<file path="src/rtl/id3_pkg.sv">
package id3_pkg;

  localparam int unsigned HEADER_BYTES = 10;
  localparam int unsigned FIELD_W = 4;
  localparam int unsigned POS_W = 33;

  localparam logic [FIELD_W-1:0] LAST_FIELD = FIELD_W'(HEADER_BYTES - 1);
  localparam logic [FIELD_W-1:0] TAG_MAJOR_IDX = 4'd3;
  localparam logic [FIELD_W-1:0] TAG_MINOR_IDX = 4'd4;
  localparam logic [FIELD_W-1:0] TAG_SIZE_IDX = 4'd6;
  localparam logic [FIELD_W-1:0] NAME_END_IDX = 4'd4;
  localparam logic [FIELD_W-1:0] SIZE_END_IDX = 4'd8;

  localparam logic [POS_W-1:0] POS_MAX = {POS_W{1'b1}};
  localparam logic [POS_W-1:0] HEADER_LEN = POS_W'(HEADER_BYTES);

  localparam logic [1:0] KIND_HEADER = 2'd0;
  localparam logic [1:0] KIND_FRAME = 2'd1;
  localparam logic [1:0] KIND_PAYLOAD = 2'd2;
  localparam logic [1:0] KIND_UNUSED = 2'd3;

  localparam logic CFG_SHOW_ALL = 1'b0;
  localparam logic CFG_WANTED_NAME = 1'b1;

  typedef enum logic [2:0] {
    PH_TAG,
    PH_FRAME,
    PH_PAYLOAD,
    PH_SKIP,
    PH_DONE
  } phase_t;

  typedef struct packed {
    logic [7:0] data_byte;
    logic       start_of_file;
  } in_req_t;

  typedef struct packed {
    logic [1:0]  kind;
    logic [7:0]  version_major;
    logic [7:0]  version_minor;
    logic [31:0] frame_id;
    logic [31:0] frame_length;
    logic [7:0]  payload_byte;
    logic        last_of_frame;
  } out_req_t;

endpackage

</file>
<file path="src/rtl/id3_parse_core.sv">
module id3_parse_core (
  input  logic               clk,
  input  logic               rst_n,
  input  logic               step,
  input  id3_pkg::in_req_t   in_req,
  input  logic               show_all,
  input  logic [31:0]        wanted_name,
  output logic               res_valid,
  output id3_pkg::out_req_t  res
);
  import id3_pkg::*;

  phase_t               phase_r, phase_nxt, phase_e;
  logic [FIELD_W-1:0]   field_idx_r, field_idx_nxt, field_idx_e;
  logic [POS_W-1:0]     file_pos_r, file_pos_nxt, pos_e;
  logic [31:0]          tag_len_r, tag_len_nxt;
  logic [31:0]          cur_id_r, cur_id_nxt;
  logic [31:0]          cur_len_r, cur_len_nxt;
  logic [31:0]          bytes_left_r, bytes_left_nxt;
  logic [15:0]          versions_r, versions_nxt;
  logic [7:0]           b;
  logic                 hit;

  always_comb begin
    b = in_req.data_byte;
    phase_e = in_req.start_of_file ? PH_TAG : phase_r;
    field_idx_e = in_req.start_of_file ? '0 : field_idx_r;
    pos_e = in_req.start_of_file ? '0 : file_pos_r;

    phase_nxt = phase_e;
    field_idx_nxt = field_idx_e;
    file_pos_nxt = (pos_e == POS_MAX) ? pos_e : pos_e + 1'b1;
    tag_len_nxt = tag_len_r;
    cur_id_nxt = cur_id_r;
    cur_len_nxt = cur_len_r;
    bytes_left_nxt = bytes_left_r;
    versions_nxt = versions_r;
    hit = 1'b0;

    res_valid = 1'b0;
    res = '0;

    case (phase_e)
      PH_TAG: begin
        if (field_idx_e == TAG_MAJOR_IDX) begin
          versions_nxt[15:8] = b;
        end else if (field_idx_e == TAG_MINOR_IDX) begin
          versions_nxt[7:0] = b;
        end else if (field_idx_e >= TAG_SIZE_IDX) begin
          tag_len_nxt = {tag_len_r[23:0], b};
        end
        if (field_idx_e >= LAST_FIELD) begin
          res_valid = 1'b1;
          res.kind = KIND_HEADER;
          res.version_major = versions_nxt[15:8];
          res.version_minor = versions_nxt[7:0];
          phase_nxt = PH_FRAME;
          field_idx_nxt = '0;
        end else begin
          field_idx_nxt = field_idx_e + 1'b1;
        end
      end
      PH_FRAME: begin
        if (field_idx_e == '0 &&
            (pos_e >= {1'b0, tag_len_r} + HEADER_LEN || b == 8'd0)) begin
          phase_nxt = PH_DONE;
        end else begin
          if (field_idx_e < NAME_END_IDX) begin
            cur_id_nxt = {cur_id_r[23:0], b};
          end else if (field_idx_e < SIZE_END_IDX) begin
            cur_len_nxt = {cur_len_r[23:0], b};
          end
          if (field_idx_e >= LAST_FIELD) begin
            hit = show_all || (cur_id_nxt == wanted_name);
            field_idx_nxt = '0;
            bytes_left_nxt = cur_len_nxt;
            if (hit) begin
              res_valid = 1'b1;
              res.kind = KIND_FRAME;
              res.frame_id = cur_id_nxt;
              res.frame_length = cur_len_nxt;
              res.last_of_frame = (cur_len_nxt == '0);
              if (cur_len_nxt != '0) begin
                phase_nxt = PH_PAYLOAD;
              end else if (!show_all) begin
                phase_nxt = PH_DONE;
              end
            end else if (cur_len_nxt != '0) begin
              phase_nxt = PH_SKIP;
            end
          end else begin
            field_idx_nxt = field_idx_e + 1'b1;
          end
        end
      end
      PH_PAYLOAD: begin
        bytes_left_nxt = bytes_left_r - 1'b1;
        res_valid = 1'b1;
        res.kind = KIND_PAYLOAD;
        res.frame_id = cur_id_r;
        res.frame_length = cur_len_r;
        res.payload_byte = b;
        res.last_of_frame = (bytes_left_nxt == '0);
        if (bytes_left_nxt == '0) begin
          phase_nxt = show_all ? PH_FRAME : PH_DONE;
        end
      end
      PH_SKIP: begin
        bytes_left_nxt = bytes_left_r - 1'b1;
        if (bytes_left_nxt == '0) begin
          phase_nxt = PH_FRAME;
        end
      end
      default: begin
        phase_nxt = phase_e;
      end
    endcase
  end

  always_ff @(posedge clk) begin
    if (!rst_n) begin
      phase_r <= PH_TAG;
      field_idx_r <= '0;
      file_pos_r <= '0;
    end else if (step) begin
      phase_r <= phase_nxt;
      field_idx_r <= field_idx_nxt;
      file_pos_r <= file_pos_nxt;
    end
  end

  always_ff @(posedge clk) begin
    if (step) begin
      tag_len_r <= tag_len_nxt;
      cur_id_r <= cur_id_nxt;
      cur_len_r <= cur_len_nxt;
      bytes_left_r <= bytes_left_nxt;
      versions_r <= versions_nxt;
    end
  end

endmodule

</file>
<file path="src/rtl/id3_tag_frame_extractor_unit.sv">
// Byte-serial tag frame parser. Feed a file one byte per request, with
// start_of_file set on its first byte. The 10-byte tag header produces one
// header result with the version bytes; each reported frame produces a frame
// start result followed by one result per payload byte, last_of_frame marking
// the final one (or an empty frame). With show_all cleared only the first frame
// whose name equals wanted_name is reported. The parser state updates in the
// accepting cycle and the result lands in a single output register, so a new
// byte is taken every cycle while the output side keeps up; input ready drops
// only while that register holds a result that has not been taken.
// Configuration must be written while no bytes are in flight.
module id3_tag_frame_extractor_unit (
  input  logic               clk,
  input  logic               rst_n,
  input  logic               in_valid,
  output logic               in_ready,
  input  id3_pkg::in_req_t   in_data,
  output logic               out_valid,
  input  logic               out_ready,
  output id3_pkg::out_req_t  out_data,
  input  logic               cfg_wr_en,
  input  logic               cfg_index,
  input  logic [31:0]        cfg_data
);
  import id3_pkg::*;

  logic      show_all_r;
  logic [31:0] wanted_name_r;
  logic      out_valid_r, out_valid_nxt;
  out_req_t  out_data_r;
  logic      step;
  logic      res_valid;
  out_req_t  res;

  assign in_ready = !out_valid_r || out_ready;
  assign step = in_valid && in_ready;
  assign out_valid = out_valid_r;
  assign out_data = out_data_r;

  always_ff @(posedge clk) begin
    if (!rst_n) begin
      show_all_r <= 1'b1;
      wanted_name_r <= '0;
    end else if (cfg_wr_en) begin
      case (cfg_index)
        CFG_SHOW_ALL: show_all_r <= cfg_data[0];
        CFG_WANTED_NAME: wanted_name_r <= cfg_data;
        default: show_all_r <= show_all_r;
      endcase
    end
  end

  id3_parse_core u_core (
    .clk         (clk),
    .rst_n       (rst_n),
    .step        (step),
    .in_req      (in_data),
    .show_all    (show_all_r),
    .wanted_name (wanted_name_r),
    .res_valid   (res_valid),
    .res         (res)
  );

  always_comb begin
    out_valid_nxt = out_valid_r;
    if (step) begin
      out_valid_nxt = res_valid;
    end else if (out_ready) begin
      out_valid_nxt = 1'b0;
    end
  end

  always_ff @(posedge clk) begin
    if (!rst_n) begin
      out_valid_r <= 1'b0;
    end else begin
      out_valid_r <= out_valid_nxt;
    end
  end

  always_ff @(posedge clk) begin
    if (step && res_valid) begin
      out_data_r <= res;
    end
  end

`ifndef SYNTHESIS
  a_kind_legal: assert property (@(posedge clk) disable iff (!rst_n)
    out_valid |-> out_data.kind != KIND_UNUSED)
    else $error("result kind out of range");

  a_header_clean: assert property (@(posedge clk) disable iff (!rst_n)
    out_valid && out_data.kind == KIND_HEADER |->
      out_data.frame_id == '0 && out_data.frame_length == '0 &&
      out_data.payload_byte == '0 && !out_data.last_of_frame)
    else $error("header result carries frame fields");

  a_payload_only: assert property (@(posedge clk) disable iff (!rst_n)
    out_valid && out_data.kind != KIND_PAYLOAD |-> out_data.payload_byte == '0)
    else $error("payload byte outside payload result");

  a_no_drop: assert property (@(posedge clk) disable iff (!rst_n)
    out_valid && !out_ready |=> out_valid)
    else $error("pending result lost");
`endif

endmodule

</file>
<file path="config.mk">
export PLATFORM = sky130hd
export DESIGN_NAME = id3_tag_frame_extractor_unit
export DESIGN_NICKNAME = d
export VERILOG_FILES = /design/src/rtl/id3_pkg.sv /design/src/rtl/id3_parse_core.sv /design/src/rtl/id3_tag_frame_extractor_unit.sv
export SDC_FILE = /design/constraint.sdc
export NUM_CORES = 1
export LEC_CHECK = 0
export BUFFER_PORTS_ARGS = -buffer_cell sky130_fd_sc_hd__clkbuf_2
export CORE_AREA = 2 2 174 176
export DETAILED_ROUTE_END_ITERATION = 8
export DIE_AREA = 0 0 176 178
export PLACE_DENSITY = 0.75
export SETUP_SLACK_MARGIN = 0.5
export SYNTH_ARGS = -nofsm -noshare
export SYNTH_HDL_FRONTEND = slang
export SYNTH_SLANG_ARGS = --single-unit
</file>
<file path="constraint.sdc">
create_clock -name clk -period 8.9 [get_ports clk]
set_input_delay 0.445 -clock clk [delete_from_list [all_inputs] [get_ports clk]]
set_output_delay 0.445 -clock clk [all_outputs]
set_load 0.02 [all_outputs]
</file>
==> impl_metrics.tcl <==
set metrics [dict create \
    routedWlPerCell_um 20.0 \
    cts_buffers 35 \
    ys_types 68 \
    clk_pin_slew_worst_paths_ps 60 \
    root_buffer "clkbuf_16" \
    vias_per_cell 5.96 \
    hp-class "in -> reg" \
    finalNetCount 1783 \
    ctsHtreeMaxLevel 2 \
    relSlewSlack_pct 15.4 \
    antenna_found_initial 0 \
    syn-num-nets 1667 \
    cts_buffer_depth 3 \
    totalPowerFinal_uw 3080 \
    die_area_um2 31300 \
    drc 0 \
    report.final.slew_viol_count 0 \
    hpwl_um 29600 \
    fin_crit_sh_pct 59.6 \
    syn-mean-instance-area_um2 10.1 \
    drive_gt1_share_pct 14.1 \
    worst_hold_path.num_cells 3 \
    synth_area_leaders "edfxtp_1, dfxtp_1, nand2_1" \
    required_ps 9050 \
    yosysWarnings 0 \
    reg2reg_setup_slack_ps 3600 \
    fmax_mhz 189 \
    areaGrowthSynthToFinish_pct 13.8 \
    power.density_nw_per_um2 169 \
    synth_cells 1579 \
    drtIter0Drc 1166 \
    dieHeight_um 178 \
    min_period_ps 5300 \
    met2_length_um 20500 \
    worst_slew_pin_slew_ps 1260 \
    place_congestion 0.941 \
    cts_tree "yes" \
    crit_end "u_core.cur_id_r[25]" \
    diodes 0 \
    status "finished, final reports clean" \
    final_antenna_net_count 0 \
    ys.flop_type "edfxtp_1" \
    ctsResizeCount 0 \
    cap_violations 0 \
    tns_ps 0 \
    clk_latency_ps 520 \
    ios 140 \
    yosysTopAreaCell "edfxtp_1" \
    grt_pass1_wl_um 65300 \
    reg2reg_depth 17 \
    crit_start "u_core.tag_len_r[4]" \
    num_vias 12600 \
    cp_max_fo 37 \
    fin_skew_ps 31.0 \
    wl_um 42300 \
    vdd_ir_drop_max_mv 0.168 \
    critPathCaptureType "flip-flop" \
    grt_max_degree 73 \
    synth_edf_count 235 \
    r2r_end "u_core.cur_id_r[25]" \
    setup_viol 0 \
    worst_setup_path_start_kind "flip-flop" \
    overflow 0 \
    first_pass_iters 5 \
    reg2reg_from "u_core.tag_len_r[4]" \
    portBuffers 139 \
    ys_ff_latch 309 \
    cp.arrival_ps 5450 \
    path_class "reg -> reg" \
    met1_length_um 17500 \
    worstHoldStart "cfg_data[13]" \
    yosysSeqAreaShare_pct 53.4 \
    leakagePower_uw 0.00646 \
    grt_use_total_pct 26.7 \
    async_reset_ff_share_pct 0 \
    syn_area_um2 16000 \
    rsz0062_at_grt "false" \
    rows 63 \
    die_x_um 176 \
    postCtsSetupRepairBufs 0 \
    clkSinkCount 309 \
    synth_top_area_share_pct 44.1 \
    initial_core_util_pct 54.4 \
    wl_met3_um 2830 \
    grt_pass1_vias 11900 \
    hold_violations 0 \
    hold_buffers 0 \
    core-area_um2 29400 \
    highest_layer "met4" \
]
-- how the worst min path moves through the flow --
stage	endpoint	slack, ps
2_1_floorplan	u_core.phase_r[2]	420
3_3_place_gp	u_core.phase_r[2]	430
3_5_place_dp	u_core.phase_r[2]	430
4_1_cts	wanted_name_r[11]	130
5_1_grt	wanted_name_r[23]	140
6_report	wanted_name_r[13]	140
-- state kept, by name (all words and copies together) (netlist names) --
name and count:
u_core.field_idx_r 4, u_core.cur_len_r 32, u_core.tag_len_r 32, u_core.bytes_left_r 32
show_all_r 1, u_core.phase_r 3, wanted_name_r 32, out_data 91
out_valid 1, u_core.versions_r 16, u_core.cur_id_r 32, u_core.file_pos_r 33
-- Yosys cell counts (8+ instances only) --
| library cell | count |
|---|---|
| inv_1 | 85 |
| nor2_1 | 112 |
| mux2i_1 | 48 |
| nand2_1 | 262 |
| o21ai_0 | 81 |
| edfxtp_1 | 235 |
| nor3_1 | 31 |
| a32o_1 | 21 |
| and2_1 | 15 |
| a21oi_1 | 93 |
| nand3_1 | 31 |
| nor2b_1 | 53 |
| clkbuf_1 | 61 |
| nand3b_1 | 10 |
| xor2_1 | 61 |
| nor3b_1 | 8 |
| mux2_2 | 14 |
| ha_1 | 41 |
| xnor2_1 | 43 |
| or3_1 | 10 |
| nor4_1 | 27 |
| o22ai_1 | 11 |
| and3_1 | 13 |
| dfxtp_1 | 74 |
| nand4_1 | 31 |
| a221oi_1 | 10 |
-- through the flow --
stage               cell area, um^2  setup slack, ps  std cells  utilization, %  hold slack (ps)
floorplan                     16000             2420       1579               -              420
global placement              17100             3730       2048            58.0              428
detailed placement            17100             3530       2048            58.0              434
CTS                           18200             3600       2109            61.9              132
global route                  18200             3220       2109            61.9              141
finish                        18200             3600       2109            61.9              144
-- cells by family after synthesis --
| logic type | Yosys count | synth area share (%) |
|---|---|---|
| multiplexers | 62 | 3.99 |
| buffers and inverters | 160 | 3.82 |
| adder cells (fa/ha/maj) | 41 | 3.21 |
| XOR/XNOR | 104 | 5.70 |
| AND/OR/NAND/NOR | 634 | 19.3 |
| AO/OA/AOI/OAI | 269 | 10.6 |
| flip-flops | 309 | 53.4 |
-- area by class of cell --
| type | count | area (um^2) |
|---|---|---|
| clock buffers | 45 | 933 |
| clock inverters | 16 | 203 |
| fillers | 2396 | 11200 |
| inverters | 86 | 323 |
| multi-input cells | 1110 | 6900 |
| flip-flops and latches | 309 | 8540 |
| well taps | 390 | 488 |
| repair buffers | 153 | 801 |
-- critical path, stage by stage (launching register included) --
cell and delay [ps]:
edfxtp_1 420, nand3_1 120, o21bai_1 230, or4_1 570
nor2_1 270, nand3_1 240, nor2_1 170, xnor2_1 80
ha_1 180, a21o_1 170, a21oi_1 140, nor2b_1 60
o311a_1 330, a211oi_1 380, buf_4 230, nand2_1 110
nor2_4 640, buf_4 580
-- report_power, final --
group | switching (uW) | internal [uW] | total [uW]
Sequential | 10.5 | 1550 | 1560
Combinational | 55.0 | 29.2 | 84.2
Clock | 575 | 860 | 1430
Total | 640 | 2440 | 3080
-- placed cells by master (no fill, tap or decap), types with 8 or more instances in the layout --
cell,synthesis,layout
clkbuf_1,61,8
edfxtp_1,235,235
xnor2_1,43,43
a21oi_1,93,92
nor3_1,31,29
buf_4,0,14
mux2i_1,48,48
nand3b_1,10,10
nand3_1,31,31
mux2_2,14,14
nor2_1,112,110
o22ai_1,11,10
nor2b_1,53,53
xor2_1,61,61
a32o_1,21,21
nor4_1,27,27
ha_1,41,41
and2_1,15,15
inv_1,85,84
nand2_1,262,260
o21ai_0,81,80
or3_1,10,10
clkbuf_16,0,35
clkbuf_2,2,139
a221oi_1,10,10
and3_1,13,13
nand4_1,31,31
dfxtp_1,74,74
-- routing by layer --
layer  vias to the layer above  GRT usage, %
li1                       5900             -
met1                      6052          36.4
met2                       510          44.4
met3                        98          3.43
met4                         0          8.92
met5                         -             0
Note: power is estimated with default switching activity, not from simulation.
